==> src/rtl/ucsl_pkg.sv <==
// Shared types, codes and constants of the UART command shift loader.
package ucsl_pkg;

    localparam int SHIFT_BITS = 31;
    localparam int CNT_W      = $clog2(SHIFT_BITS + 1);

    localparam logic [7:0] MAGIC_RESET = 8'hAB;

    localparam logic [7:0] CMD_LOAD = 8'd1;
    localparam logic [7:0] CMD_PIN  = 8'd2;
    localparam logic [7:0] CMD_CAL  = 8'd3;

    localparam logic REQ_BYTE = 1'b0;
    localparam logic REQ_TICK = 1'b1;

    localparam logic [1:0] ACT_PULSE  = 2'd0;
    localparam logic [1:0] ACT_PIN    = 2'd1;
    localparam logic [1:0] ACT_STATUS = 2'd2;

    localparam logic [1:0] STAT_OK      = 2'd0;
    localparam logic [1:0] STAT_BAD_MAG = 2'd1;
    localparam logic [1:0] STAT_BAD_CMD = 2'd2;
    localparam logic [1:0] STAT_CAL     = 2'd3;

    localparam logic [1:0] LAST_BYTE = 2'd3;

    typedef enum logic [4:0] {
        PH_IDLE = 5'b00001,
        PH_CMD  = 5'b00010,
        PH_DATA = 5'b00100,
        PH_IO   = 5'b01000,
        PH_CAL  = 5'b10000
    } phase_t;

    typedef enum logic [1:0] {
        SEQ_IDLE  = 2'b01,
        SEQ_SHIFT = 2'b10
    } seq_t;

    typedef struct packed {
        logic [1:0] action;
        logic       data_bit;
        logic [3:0] pin_number;
        logic [3:0] pin_value;
        logic [1:0] status;
        logic       last;
    } res_t;

    function automatic res_t make_res(logic [1:0] action, logic data_bit,
                                      logic [3:0] pin_number, logic [3:0] pin_value,
                                      logic [1:0] status, logic last);
        res_t r;
        r.action     = action;
        r.data_bit   = data_bit;
        r.pin_number = pin_number;
        r.pin_value  = pin_value;
        r.status     = status;
        r.last       = last;
        return r;
    endfunction

endpackage

==> src/rtl/uart_command_shift_loader_core.sv <==
// Top level: command frame parser with a shared shift sequencer for the bit pulses.
// The first result of a transaction is registered and shows in the cycle after acceptance.
// A load gives SHIFT_BITS pulses, the first from the parser, the rest from a shared
// shift register, one per cycle while the output is read; the input is not ready
// until the last is issued. A low calibration tick gives two pulses, others at most
// one result; an unread result stalls the next transaction. Reset (aresetn
// low, synchronous) clears parser, sequencer, output valid; magic goes to MAGIC_RESET.
module uart_command_shift_loader_core
    import ucsl_pkg::*;
(
    input  logic       aclk,
    input  logic       aresetn,
    input  logic       cfg_wr_en,
    input  logic [7:0] cfg_wr_data,
    input  logic       s_valid,
    output logic       s_ready,
    input  logic       s_req_type,
    input  logic [7:0] s_rx_byte,
    input  logic       s_ready_level,
    output logic       m_valid,
    input  logic       m_ready,
    output logic [1:0] m_action,
    output logic       m_data_bit,
    output logic [3:0] m_pin_number,
    output logic [3:0] m_pin_value,
    output logic [1:0] m_status,
    output logic       m_last
);

    logic [7:0]            magic_reg, magic_next;
    phase_t                phase_reg, phase_next;
    seq_t                  seq_reg, seq_next;
    logic [1:0]            byte_cnt_reg, byte_cnt_next;
    logic [31:0]           asm_reg, asm_next;
    logic [SHIFT_BITS-1:0] shift_reg, shift_next;
    logic [CNT_W-1:0]      cnt_reg, cnt_next;
    logic                  m_valid_reg, m_valid_next;
    res_t                  res_reg, res_next;

    logic        out_free;
    logic        s_accept;
    logic [31:0] new_word;

    assign out_free = !m_valid_reg || m_ready;
    assign s_ready  = (seq_reg == SEQ_IDLE) && out_free;
    assign s_accept = s_valid && s_ready;
    assign new_word = {asm_reg[23:0], s_rx_byte};

    always_comb begin
        magic_next    = magic_reg;
        phase_next    = phase_reg;
        seq_next      = seq_reg;
        byte_cnt_next = byte_cnt_reg;
        asm_next      = asm_reg;
        shift_next    = shift_reg;
        cnt_next      = cnt_reg;
        m_valid_next  = m_valid_reg && !m_ready;
        res_next      = res_reg;

        if (cfg_wr_en) begin
            magic_next = cfg_wr_data;
        end

        if (s_accept) begin
            if (s_req_type == REQ_TICK) begin
                if (phase_reg == PH_CAL) begin
                    m_valid_next = 1'b1;
                    res_next = make_res(ACT_PULSE, 1'b0, 4'd0, 4'd0, STAT_OK, s_ready_level);
                    if (!s_ready_level) begin
                        // A low sample gives a second low pulse, issued by the sequencer.
                        phase_next = PH_IDLE;
                        seq_next   = SEQ_SHIFT;
                        cnt_next   = CNT_W'(1);
                        shift_next = '0;
                    end
                end
            end else begin
                unique case (phase_reg)
                    PH_CMD: begin
                        if (s_rx_byte == CMD_LOAD) begin
                            phase_next    = PH_DATA;
                            byte_cnt_next = 2'd0;
                            asm_next      = '0;
                        end else if (s_rx_byte == CMD_PIN) begin
                            phase_next = PH_IO;
                        end else if (s_rx_byte == CMD_CAL) begin
                            phase_next   = PH_CAL;
                            m_valid_next = 1'b1;
                            res_next = make_res(ACT_STATUS, 1'b0, 4'd0, 4'd0, STAT_CAL, 1'b1);
                        end else begin
                            phase_next   = PH_IDLE;
                            m_valid_next = 1'b1;
                            res_next = make_res(ACT_STATUS, 1'b0, 4'd0, 4'd0,
                                                STAT_BAD_CMD, 1'b1);
                        end
                    end
                    PH_DATA: begin
                        asm_next = new_word;
                        if (byte_cnt_reg == LAST_BYTE) begin
                            byte_cnt_next = 2'd0;
                            phase_next    = PH_IDLE;
                            m_valid_next  = 1'b1;
                            res_next = make_res(ACT_PULSE, new_word[SHIFT_BITS-1], 4'd0, 4'd0,
                                                STAT_OK, 1'(SHIFT_BITS == 1));
                            if (SHIFT_BITS > 1) begin
                                seq_next   = SEQ_SHIFT;
                                cnt_next   = CNT_W'(SHIFT_BITS - 1);
                                shift_next = new_word[SHIFT_BITS-1:0] << 1;
                            end
                        end else begin
                            byte_cnt_next = byte_cnt_reg + 2'd1;
                        end
                    end
                    PH_IO: begin
                        phase_next   = PH_IDLE;
                        m_valid_next = 1'b1;
                        res_next = make_res(ACT_PIN, 1'b0, s_rx_byte[7:4], s_rx_byte[3:0],
                                            STAT_OK, 1'b1);
                    end
                    PH_CAL: begin
                        // Bytes received during calibration are dropped.
                    end
                    default: begin
                        if (s_rx_byte == magic_reg) begin
                            phase_next = PH_CMD;
                        end else begin
                            phase_next   = PH_IDLE;
                            m_valid_next = 1'b1;
                            res_next = make_res(ACT_STATUS, 1'b0, 4'd0, 4'd0,
                                                STAT_BAD_MAG, 1'b1);
                        end
                    end
                endcase
            end
        end else if (seq_reg == SEQ_SHIFT && out_free) begin
            m_valid_next = 1'b1;
            res_next = make_res(ACT_PULSE, shift_reg[SHIFT_BITS-1], 4'd0, 4'd0, STAT_OK,
                                cnt_reg == CNT_W'(1));
            shift_next = shift_reg << 1;
            cnt_next   = cnt_reg - CNT_W'(1);
            if (cnt_reg == CNT_W'(1)) begin
                seq_next = SEQ_IDLE;
            end
        end
    end

    always_ff @(posedge aclk) begin
        if (!aresetn) begin
            magic_reg    <= MAGIC_RESET;
            phase_reg    <= PH_IDLE;
            seq_reg      <= SEQ_IDLE;
            byte_cnt_reg <= 2'd0;
            asm_reg      <= '0;
            cnt_reg      <= '0;
            m_valid_reg  <= 1'b0;
        end else begin
            magic_reg    <= magic_next;
            phase_reg    <= phase_next;
            seq_reg      <= seq_next;
            byte_cnt_reg <= byte_cnt_next;
            asm_reg      <= asm_next;
            cnt_reg      <= cnt_next;
            m_valid_reg  <= m_valid_next;
        end
    end

    always_ff @(posedge aclk) begin
        shift_reg <= shift_next;
        res_reg   <= res_next;
    end

    assign m_valid      = m_valid_reg;
    assign m_action     = res_reg.action;
    assign m_data_bit   = res_reg.data_bit;
    assign m_pin_number = res_reg.pin_number;
    assign m_pin_value  = res_reg.pin_value;
    assign m_status     = res_reg.status;
    assign m_last       = res_reg.last;

`ifndef ASSERT_OFF
    a_shift_count_live: assert property (@(posedge aclk) disable iff (!aresetn)
        seq_reg == SEQ_SHIFT |-> cnt_reg != '0)
        else $error("shift sequencer active with no pulses left");

    a_shift_parser_idle: assert property (@(posedge aclk) disable iff (!aresetn)
        seq_reg == SEQ_SHIFT |-> phase_reg == PH_IDLE)
        else $error("parser not idle while pulses are being issued");

    a_cal_high_tick: assert property (@(posedge aclk) disable iff (!aresetn)
        s_accept && s_req_type == REQ_TICK && s_ready_level && phase_reg == PH_CAL
        |=> m_valid && m_last && m_action == ACT_PULSE)
        else $error("high calibration tick did not give a final pulse");
`endif

endmodule

==> config.mk <==
export PLATFORM = sky130hd
export DESIGN_NAME = uart_command_shift_loader_core
export DESIGN_NICKNAME = d
export VERILOG_FILES = /design/src/rtl/ucsl_pkg.sv /design/src/rtl/uart_command_shift_loader_core.sv
export SDC_FILE = /design/constraint.sdc
export NUM_CORES = 1
export LEC_CHECK = 0
export BUFFER_PORTS_ARGS = -buffer_cell sky130_fd_sc_hd__buf_2
export CAP_MARGIN = 40
export CORE_MARGIN = 2
export CORE_UTILIZATION = 60
export DETAILED_ROUTE_END_ITERATION = 16
export PLACE_DENSITY = 0.8
export SKIP_LAST_GASP = 1
export SYNTH_ARGS = -nofsm -noshare
export SYNTH_HDL_FRONTEND = slang
export SYNTH_SLANG_ARGS = --single-unit
==> constraint.sdc <==
create_clock -name aclk -period 6.8 [get_ports aclk]
set_input_delay 1.02 -clock aclk [delete_from_list [all_inputs] [get_ports aclk]]
set_output_delay 1.02 -clock aclk [all_outputs]
set_load 0.05 [all_outputs]
Word level (Yosys, flattened, before mapping). Cells that the tools add are included.

Bits in registers: 91. Latch bits: 0. RAM bits: 0. Memory bits (read-only): 0. Output and inout port bits: 16. Word-level logic and storage cells: 111. Memories: 0.

Add/sub/neg operators: 2. $mul: 0. Divide/modulo/power cells: 0. Magnitude comparators: 0. Eq/ne operators: 26. Shifts and indexed selects: 0. Muxes and demuxes: 53. Bitwise gates (word level): 1. Reductions and logical operators: 15.

Operators by type and width (count): two-way mux 31 bit (7); two-way mux 14 bit (8); two-way mux 5 bit (12); one-hot mux 14 bit (4 select lines) (1); one-hot mux 23 bit (2 select lines) (1); two-way mux 2 bit (12); two-way mux 23 bit (1); one-hot mux 5 bit (4 select lines) (1); == test 8 x 2 -> 1 bit, second input constant (2); inequality test 4 bit, second input constant (3); AND reduction 5 bit (2); inequality test 3 x 2 -> 1 bit, second input constant (3); inequality test 3 bit, second input constant (3); == test 8 x 1 -> 1 bit, second input constant (1); == test 8 bit (1); two-way mux 1 bit (8); AND reduction 7 bit (1); inequality test 2 bit, second input constant (3); inequality test 6 x 3 -> 1 bit, second input constant (1); AND reduction 6 bit (1); nonzero test 2 bit (3); == test 5 x 1 -> 1 bit, second input constant (1); == test 5 x 2 -> 1 bit, second input constant (1); == test 5 x 3 -> 1 bit, second input constant (1); other kinds (14) (19).

Longest topological paths before layout. Gate-level depths: netlist (run 1).

Depth after elaboration: 7. Gate-level depth with buffers: 7. Mapped depth without buffers: 6.

Least setup slack after synthesis (run 1). No wires, ideal clock.

Path type: input-to-reg. Start point: input m_ready. End point: register res_reg (netlist bit m_action[0]), enable pin. Library setup time: 390 ps. Arrival time: 2683 ps. Data required time: 6410 ps. Slack: 3727 ps. Stages: 6. Path through: nand2b_1 -> nand3_1 -> clkbuf_1 -> o21ai_1 -> o21ai_0 -> a21oi_1.

Longest elaborated chain between the ends: 5. Elaborated cells between the ends (all ways): 12. Classes of those cells: eq/ne: 6; reduce/logical: 6.

Ends and longest elaborated chain: start: declaration (line uart_command_shift_loader_core.sv:21) `input logic m_ready,`; logical OR 1 bit (*) (line uart_command_shift_loader_core.sv:44) `assign out_free = !m_valid_reg || m_ready;`; logical AND 1 bit (line uart_command_shift_loader_core.sv:45) `assign s_ready = (seq_reg == SEQ_IDLE) && out_free;`; logical AND 1 bit (line uart_command_shift_loader_core.sv:46) `assign s_accept = s_valid && s_ready;`; inequality test 6 x 3 -> 1 bit (no source line), or another cell as far along; AND reduction 7 bit (no source line) (*); end signal: assignment (line uart_command_shift_loader_core.sv:169) `res_reg <= res_next;`; end: declaration (line uart_command_shift_loader_core.sv:38) `res_t res_reg, res_next;`.

Mark *: on every way between the ends. The rest lies on a longest branch, timed or not. A chain may end at the register's enable or synchronous reset.

Worst setup path in the final report (run 1).
Start point: input s_req_type. End point: register asm_reg[8].

Longest elaborated chain between the ends: 2.

Ends and longest elaborated chain: start: declaration (line uart_command_shift_loader_core.sv:17) `input logic s_req_type,`; inverter 1 bit (no source line); AND reduction 4 bit (no source line); end signal: assignment (line uart_command_shift_loader_core.sv:161) `asm_reg <= asm_next;`; end: declaration (line uart_command_shift_loader_core.sv:34) `logic [31:0] asm_reg, asm_next;`.

No other way between the ends.

==> results.txt, run 1 <==
Final ANT Viol Nets = 0
Layout area overhead = 10.49%
R2R depth = 5
DRT iter0 DRCs = 278
Crit. path cell count = 9
Post-CTS Hold Buffers = 0
Post-synth top cells = 101 x nand2_1, 46 x dfxtp_1, 44 x edfxtp_1, 44 x o21ai_0, 29 x clkbuf_1
post-route insts no fill = 549
critical path cell sequence = buf_2 -> inv_1 -> buf_16 -> nand4_1 -> buf_4 -> nor2_1 -> buf_4 -> nand2_1 -> a21boi_1
drt total wl = 8571 um
first-pass GRT wire length = 14070 um
Final Cell Area = 4587 um2
max FFs per register = 30
Worst-Margin Slew = 997.4 ps
Die Ht = 87.18 um
CP max stage delay = 580 ps
Final TNS setup = 0 ps
critical path class = in -> reg
# IOs = 39
Worst-path clk slew = 90 ps
mapped cell area = 4151 um2
Bufs and invs on worst path = 5
Starting Density = 0.6144
Post-synth EDFFs = 44
top post-synthesis cells by area = edfxtp_1 32%, dfxtp_1 22%, nand2_1 9.1%, o21ai_0 5.3%, a21boi_1 3.4%
Pwr Total = 0.001054 W
Clk Latency, worst-skew pair = 350 ps
die area = 7600 um2
vias = 3251
antenna cells = 0
Final HPWL DP = 5721 um
Flop pwr share = 0.567
CTS sink cnt = 90
startpoint types = input port
setup ws final = 3859 ps
Avg Cell Area, Syn = 9.435 um2
Synth Register Bits = 90
GRT Total Usage = 0.2372
CP required = 7080 ps
share of flip-flops with an asynchronous set or reset = 0
final slew viol count = 0
Die W = 87.18 um
Hold EP = asm_reg[19]
port bufs = 38
Num CTS Buffers = 9
period utilization = 0.4325
switching pwr = 0.0002806 W
CP endpoint kind = register
WP data arrival = 3220 ps
Clock Skew = 10.34 ps
vias in the first global route = 2998
DR pass1 iterations = 5
FP Rows = 30
Post-DP Area = 4400 um2
Synthesis Warnings = 0
pre-CTS setup slack = 3516 ps
power per cell area = 229.8 nW/um2
largest net degree at the start of global routing = 49
Sw Share = 0.2662
Hold WC Path Type = reg -> reg
post-CTS setup buffers = 0
proportion of layout cells with a drive suffix above 1 = 0.1429
Unique masters post-synth = 45
Finish-stage setup viols = 0
syn_nets = 466
relative slew slack = 0.3330
DR vias/cell = 5.922
routed length per instance = 15.61 um
hold violation count in the final report = 0
Top delay family on crit path = buffers and inverters
Placed Instances = 533
Peak VDD IR = 0.1453 mV
outcome = complete, no violations
ys flop type = dfxtp_1
initial antenna violation count = 0
internal power = 0.0007734 W
FMAX = 340.0 MHz
largest fanout on the critical path = 34
share of total power in the clock network = 0.322
CTS root buffer = clkbuf_8
Comb power frac = 0.111
Leak = 1.675 nW
H-tree levels = 3
# nets final = 490
GRT Residual Overflow = 0
post-synthesis instance total = 440
Hold Path Origin = asm_reg[11]
leading area contributor after synthesis = edfxtp_1
Placeable Area = 6756 um2
PostCTS Resize Cnt = 0
Max Cap Viol = 0
Longest Clk Path Bufs = 2
DRC errors left = 0
RSZ-0062 raised after global routing = false
worst reg2reg endpoint = shift_reg[15]
top cell type's share of synthesized area = 0.3183
CP max stage cell = nor2_1
CTS tree = done
worst r2r src = seq_reg[0]
Seq/Total Area, Yosys = 0.5401
GPL Wtd Cong = 0.8710
Crit path top cell by count = buf_4
r2r setup slk = 4180 ps
most common cell in the netlist = nand2_1
filler cell count in the final layout = 518
Final Critical Period = 2941 ps
Hold Path Depth = 2
==> cells by family after synthesis <==
logic type | after synthesis | share of synthesized area
adder cells (fa/ha/maj) | 3 | 0.009043
AND/OR/NAND/NOR | 172 | 0.1941
buffers and inverters | 36 | 0.03617
XOR/XNOR | 11 | 0.02321
AO/OA/AOI/OAI | 119 | 0.1757
flip-flops | 90 | 0.5401
multiplexers | 9 | 0.02170
==> through the flow <==
step	hold slack (ps)	util
global placement	454.5	0.6431
finish	474.7	0.6789
detailed placement	465.9	0.6513
CTS	478.6	0.6789
global route	501.4	0.6789
floorplan	440.6	-
==> power by group through the flow <==
stage / Combinational, W / Sequential [W] / Clock [W]
finish: 0.000117 / 0.000598 / 0.000339
global route: 0.000128 / 0.000600 / 0.000364
CTS: 0.000116 / 0.000598 / 0.000342
detailed placement: 0.000116 / 0.000610 / 0
global placement: 0.000109 / 0.000610 / 0
floorplan: 0.0000660 / 0.000624 / 0
==> cell usage in the layout (no fill, tap or decap), drive strengths merged, types with 5 or more instances in the layout <==
cell type,instances
a21boi,24
a21oi,9
a31oi,6
and2,10
and3,5
buf,44
clkbuf,10
dfxtp,46
edfxtp,44
inv,7
mux2i,9
nand2,101
nand2b,5
nand3,5
nand3b,5
nand4,5
nor2,11
nor2b,6
nor3,7
o21ai,64
xor2,11
==> worst max-delay path by stage <==
stage,from,to
after floorplan,m_ready,m_action[0]
after global placement,m_ready,shift_reg[28]
after detailed placement,m_ready,shift_reg[21]
after CTS,m_ready,shift_reg[5]
after global routing,s_req_type,asm_reg[8]
final,s_req_type,asm_reg[8]
==> per-layer routing <==
layer / GRT usage / vias to the layer above / routed length (um)
li1: - / 1603 / -
met1: 0.3267 / 1553 / 3991
met2: 0.3831 / 86 / 4148
met3: 0.03223 / 9 / 334
met4: 0.09091 / 0 / 97
met5: 0 / - / 0
==> final cells by class <==
cell class	instances	area [um2]	share of cell area
repair buffers	44	275.3	0.06001
multi-input cells	314	1764	0.3846
flip-flops and latches	90	2242	0.4888
inverters	5	18.77	0.004092
well taps	80	100.1	0.02182
clock buffers	10	137.6	0.03001
clock inverters	6	48.80	0.01064
==> worst min-delay path, stage by stage, from the launching register on <==
cell      delay [ps]
dfxtp_1          330
nand2_1           60
a21boi_1          50
No activity file was read; power rests on OpenSTA's default activity.
==> run 2: changes to the inputs <==
--- a/config.mk
+++ b/config.mk
@@ -8,9 +8,9 @@
 export BUFFER_PORTS_ARGS = -buffer_cell sky130_fd_sc_hd__buf_2
 export CAP_MARGIN = 40
 export CORE_MARGIN = 2
-export CORE_UTILIZATION = 60
+export CORE_UTILIZATION = 53
 export DETAILED_ROUTE_END_ITERATION = 16
-export PLACE_DENSITY = 0.8
+export PLACE_DENSITY = 0.74
 export SKIP_LAST_GASP = 1
 export SYNTH_ARGS = -nofsm -noshare
 export SYNTH_HDL_FRONTEND = slang
==> constraint.sdc (replaced) <==
create_clock -name aclk -period 2.6 [get_ports aclk]
set_input_delay 0.39 -clock aclk [delete_from_list [all_inputs] [get_ports aclk]]
set_output_delay 0.39 -clock aclk [all_outputs]
set_load 0.05 [all_outputs]
==> run 2 against run 1 <==
Net effect: first-iteration DRC count down 27%; sequential share of layout area down 0.68 points; setup slack worse by 3600 ps; count of clock-buffer cells in the layout up 2; sequential power rose to 2.6 times the previous value; register-to-register slack worse by 3900 ps; sequential cell count unchanged; final cell count up 4.7%; die area up 13%; largest cell class unchanged; largest power group unchanged.
==> results.txt, run 2 (same netlist as run 1, synthesis figures left out) <==
Final TNS setup = 0 ps (unchanged)
DR pass1 iterations = 4 (-1)
DRC errors left = 0 (unchanged)
Clk Latency, worst-skew pair = 360 ps (about the same)
PostCTS Resize Cnt = 0 (unchanged)
WP data arrival = 2450 ps (-770 ps)
# nets final = 494 (+0.82%)
M1 WL = 3997 um (+0.15%)
routed length per instance = 15.22 um (-2.5%)
FP Rows = 32 (+6.7%)
Final ANT Viol Nets = 0 (unchanged)
first-pass GRT wire length = 14790 um (+5.1%)
DRT iter0 DRCs = 203 (-27%)
Layout area overhead = 12.06%
CTS root buffer = clkbuf_8
Top delay family on crit path = compound AO/OA/AOI/OAI gates
most frequent cells in the layout = 101 x nand2_1, 46 x dfxtp_1, 44 x o21ai_0, 44 x edfxtp_1, 38 x buf_2
power per cell area = 622.1 nW/um2 (+170%)
H-tree levels = 3 (unchanged)
max FFs per register = 30 (unchanged)
Hold Path Origin = cfg_wr_data[3]
# IOs = 39 (unchanged)
proportion of layout cells with a drive suffix above 1 = 0.1480 (+0.005134)
Die W = 92.51 um (+6.1%)
critical path class = reg -> reg
drt total wl = 8754 um (+2.1%)
CP endpoint kind = register
startpoint types = register
DR vias/cell = 5.723 (-3.3%)
Final HPWL DP = 5800 um (+1.4%)
GRT Residual Overflow = 0 (unchanged)
port bufs = 38 (unchanged)
WL met3 = 449 um (+34%)
pre-CTS setup slack = 202.5 ps (-3314 ps)
worst r2r src = phase_reg[2]
Leak = 1.703 nW (+1.7%)
CP max stage cell = dfxtp_1
Bufs and invs on worst path = 1 (-4)
WL met2 = 4154 um (+0.14%)
period utilization = 0.9008
Worst-Margin Slew = 928.8 ps (-68.54 ps)
CP required = 2710 ps (-4370 ps)
GPL Wtd Cong = 0.8606 (-1.2%)
Final Critical Period = 2342 ps
Placeable Area = 7647 um2 (+13%)
antenna cells = 0 (unchanged)
Post-CTS Hold Buffers = 0 (unchanged)
relative slew slack = 0.3789 (+0.04584)
Starting Density = 0.5429 (-0.07158)
Num CTS Buffers = 9 (unchanged)
outcome = complete, no violations
die area = 8557 um2 (+13%)
Max Cap Viol = 0 (unchanged)
Die Ht = 92.51 um (+6.1%)
Longest Clk Path Bufs = 2 (unchanged)
RSZ-0062 raised after global routing = false
largest net degree at the start of global routing = 36 (-27%)
Hold WC Path Type = in -> reg
Peak VDD IR = 0.2971 mV (+100%)
Clock Skew = 12.58 ps (+2.235 ps)
setup ws final = 258.0 ps (-3601 ps)
vias = 3291 (+1.2%)
commonest non-fill, non-tap cell in the layout = nand2_1
final slew viol count = 0 (unchanged)
post-CTS setup buffers = 0 (unchanged)
Pwr Total = 0.002894 W (+170%)
FMAX = 427.0 MHz
Worst Setup SP = phase_reg[2]
Finish-stage setup viols = 0 (unchanged)
vias in the first global route = 3114 (+3.9%)
hold violation count in the final report = 0 (unchanged)
initial antenna violation count = 0 (unchanged)
CP max stage delay = 570 ps (about the same)
largest fanout on the critical path = 13 (-62%)
CTS sink cnt = 90 (unchanged)
critical path cell sequence = or3b_2 -> a2111oi_2 -> a31oi_1 -> o21ai_0 -> a21oi_2 -> buf_6
CTS tree = done
highest metal used = met4
GRT Total Usage = 0.2201 (-0.01712)
Hold WS = 250.0 ps (-224.7 ps)
Worst-path clk slew = 90 ps (about the same)
run 2: cell count changes in the layout (fill, tap and decap cells not counted), sizes merged:
| cell | change |
|---|---|
| bufinv | +2 |
| inv | -2 |
| clkinv | +1 |
| clkinvlp | -3 |
| buf | +4 |
| clkbuf | +2 |
run 2: path summary, 6_finish.rpt:
check,slack (ps),endpoint,cells past startpoint
worst max-delay path,260,m_pin_value[0],6
worst max register to register,260,m_pin_value[0],6
worst min-delay path,250,magic_reg[3],3
worst min register to register,470,asm_reg[9],2
run 2: cell type report:
| cell class | count | area, um2 |
|---|---|---|
| Tap cell | 102 | 127.6 |
| Fill cell | 655 | 2995 |
| Inverter | 5 | 18.77 |
| Clock inverter | 4 | 77.57 |
| Sequential cell | 90 | 2242 |
| Clock buffer | 12 | 135.1 |
| Multi-Input combinational cell | 314 | 1769 |
| Timing Repair Buffer | 48 | 281.5 |
run 2: worst min-delay path: stages:
cell and delay, ps:
buf_2 70, mux2i_1 50, nand2_1 60
run 2: power breakdown:
group	switching, W	leakage, nW	total, W	internal, W
Clock	0.000481	0.105	0.00103	0.000547
Combinational	0.000207	0.809	0.000304	0.0000968
Sequential	0.0000202	0.789	0.00156	0.00154
run 2: metal layers:
metal / track usage / vias up
met4: 0.09080 / 0
met2: 0.3558 / 102
met1: 0.2987 / 1563
met3: 0.03092 / 14
li1: - / 1612
met5: 0 / -
run 2: through the flow:
step                utilization  std cells  instance area [um2]
floorplan                     -        440                 4156
global placement         0.5790        558                 4428
detailed placement       0.5790        558                 4428
CTS                      0.6068        574                 4641
global route             0.6083        575                 4652
finish                   0.6083        575                 4652
==> run 3: changes to the inputs <==
--- a/config.mk
+++ b/config.mk
@@ -7,10 +7,12 @@
 export LEC_CHECK = 0
 export BUFFER_PORTS_ARGS = -buffer_cell sky130_fd_sc_hd__buf_2
 export CAP_MARGIN = 40
+export CELL_PAD_IN_SITES_DETAIL_PLACEMENT = 1
+export CELL_PAD_IN_SITES_GLOBAL_PLACEMENT = 2
 export CORE_MARGIN = 2
-export CORE_UTILIZATION = 53
+export CORE_UTILIZATION = 34
 export DETAILED_ROUTE_END_ITERATION = 16
-export PLACE_DENSITY = 0.74
+export PLACE_DENSITY = 0.75
 export SKIP_LAST_GASP = 1
 export SYNTH_ARGS = -nofsm -noshare
 export SYNTH_HDL_FRONTEND = slang
==> run 3 against run 2 <==
Net effect: clock skew down 3.5 ps; hold slack better by 12 ps; critical path depth up 1; fmax down 1.5%; cell area up 4.0%; non-clock buffer count up 4; global-route usage down 5.1 points; register-to-register slack worse by 40 ps; die area up 53%; critical endpoint is now m_status[1].
==> results.txt, run 3 (same netlist as run 1, synthesis figures left out) <==
outcome = complete, no violations
vias = 3231 (-1.8%)
drt total wl = 10400 um (+19%)
Final ANT Viol Nets = 0 (unchanged)
Num CTS Buffers = 9 (unchanged)
CTS sink cnt = 90 (unchanged)
relative slew slack = 0.5507 (+0.1718)
post-CTS setup buffers = 0 (unchanged)
initial antenna violation count = 0 (unchanged)
most frequent cells in the layout = 101 x nand2_1, 45 x dfxtp_1, 44 x o21ai_0, 44 x edfxtp_1, 39 x buf_2
GPL Wtd Cong = 0.7944 (-7.7%)
FP Rows = 40 (+25%)
Longest Clk Path Bufs = 2 (unchanged)
CTS root buffer = clkbuf_16
commonest non-fill, non-tap cell in the layout = nand2_1
WP data arrival = 2490 ps (+40 ps)
vias in the first global route = 3385 (+8.7%)
Worst-Margin Slew = 668.3 ps (-260.6 ps)
Post-CTS Hold Buffers = 0 (unchanged)
critical path class = reg -> reg
first-pass GRT wire length = 17060 um (+15%)
final slew viol count = 0 (unchanged)
pre-CTS setup slack = 108.5 ps (-94.01 ps)
DR vias/cell = 5.178 (-9.5%)
filler cell count in the final layout = 1371 (+110%)
Final HPWL DP = 7084 um (+22%)
PostCTS Resize Cnt = 0 (unchanged)
Final Critical Period = 2378 ps (+36.34 ps)
Worst-path clk slew = 70 ps (-20 ps)
Finish-stage setup viols = 0 (unchanged)
Clk Latency, worst-skew pair = 350 ps (about the same)
GRT Total Usage = 0.1687 (-0.05136)
startpoint types = register
DR pass1 iterations = 4 (unchanged)
Starting Density = 0.3471 (-0.1958)
period utilization = 0.9147 (+0.01398)
hold violation count in the final report = 0 (unchanged)
max FFs per register = 30 (unchanged)
Hold WC Path Type = in -> reg
Leak = 1.765 nW (+3.7%)
Die W = 114.5 um (+24%)
die area = 13110 um2 (+53%)
Peak VDD IR = 0.3619 mV (+22%)
H-tree levels = 3 (unchanged)
largest net degree at the start of global routing = 38 (+5.6%)
port bufs = 38 (unchanged)
routed length per instance = 16.66 um (+9.4%)
largest fanout on the critical path = 12 (-1)
Placeable Area = 11960 um2 (+56%)
RSZ-0062 raised after global routing = false
Clock Skew = 9.090 ps (-3.488 ps)
setup ws final = 221.7 ps (-36.34 ps)
# nets final = 498 (+0.81%)
Layout area overhead = 16.55%
Final TNS setup = 0 ps (unchanged)
DRT iter0 DRCs = 174 (-14%)
Max Cap Viol = 0 (unchanged)
final core occ = 0.4045 (-0.2038)
power per cell area = 670.6 nW/um2 (+7.8%)
Die Ht = 114.5 um (+24%)
GRT Residual Overflow = 0 (unchanged)
CP required = 2710 ps (about the same)
# IOs = 39 (unchanged)
DRC errors left = 0 (unchanged)
FMAX = 420.5 MHz (-1.5%)
CP endpoint kind = register
proportion of layout cells with a drive suffix above 1 = 0.1635 (+0.01553)
antenna cells = 0 (unchanged)
CTS tree = done
[run 3: changes by cell type in the layout (fill, tap and decap cells not counted), sizes merged]
| cell | change |
|---|---|
| buf | +4 |
| bufinv | -1 |
| clkbuf | -3 |
| clkinv | -1 |
| clkinvlp | +2 |
| inv | +3 |
[run 3: metal layers]
metal  global-route usage  part of all wire
met1               0.2176              0.48
met2               0.2746              0.48
met3              0.04553             0.031
met4              0.05528             0.010
met5                    0                 0
[run 3: stage by stage]
step	hold WS, ps	cell area [um2]	total power (W)	std cells
global route	263.0	4838	0.003381	624
finish	261.8	4838	0.003245	624
floorplan	440.6	4156	0.001804	440
detailed placement	465.6	4527	0.001914	608
CTS	249.4	4837	0.003296	624
global placement	463.7	4507	0.001901	606
[run 3: final cells by class]
type,count,area [um2],area share
Timing Repair Buffer,52,312.8,0.06465
Sequential cell,90,2243,0.4637
Clock inverter,7,85.08,0.01758
Multi-Input combinational cell,314,1769,0.3657
Clock buffer,9,225.2,0.04655
Inverter,5,18.77,0.003879
Tap cell,147,183.9,0.03801
[run 3: path summary, 6_finish.rpt]
check / end / cells past startpoint / slack (ps) / from
worst max-delay path: m_status[1] / 7 / 220 / byte_cnt_reg[0]
worst min register to register: asm_reg[16] / 2 / 470 / asm_reg[8]
worst min-delay path: magic_reg[5] / 3 / 260 / cfg_wr_data[5]
worst max register to register: m_status[1] / 7 / 220 / byte_cnt_reg[0]
[run 3: worst max-delay path, stage by stage, from the launching register on]
cell and delay, ps:
dfxtp_1 330, ha_1 250, or3b_2 460, a2111oi_2 480, a31oi_1 90, o21ai_0 210, a21oi_2 120, buf_8 190
[run 3: power by group]
part	switching [W]	leakage [nW]	internal [W]	total, W
combinational	0.000214	0.830	0.000100	0.000314
clock	0.000602	0.146	0.000764	0.00137
sequential	0.0000204	0.789	0.00154	0.00156
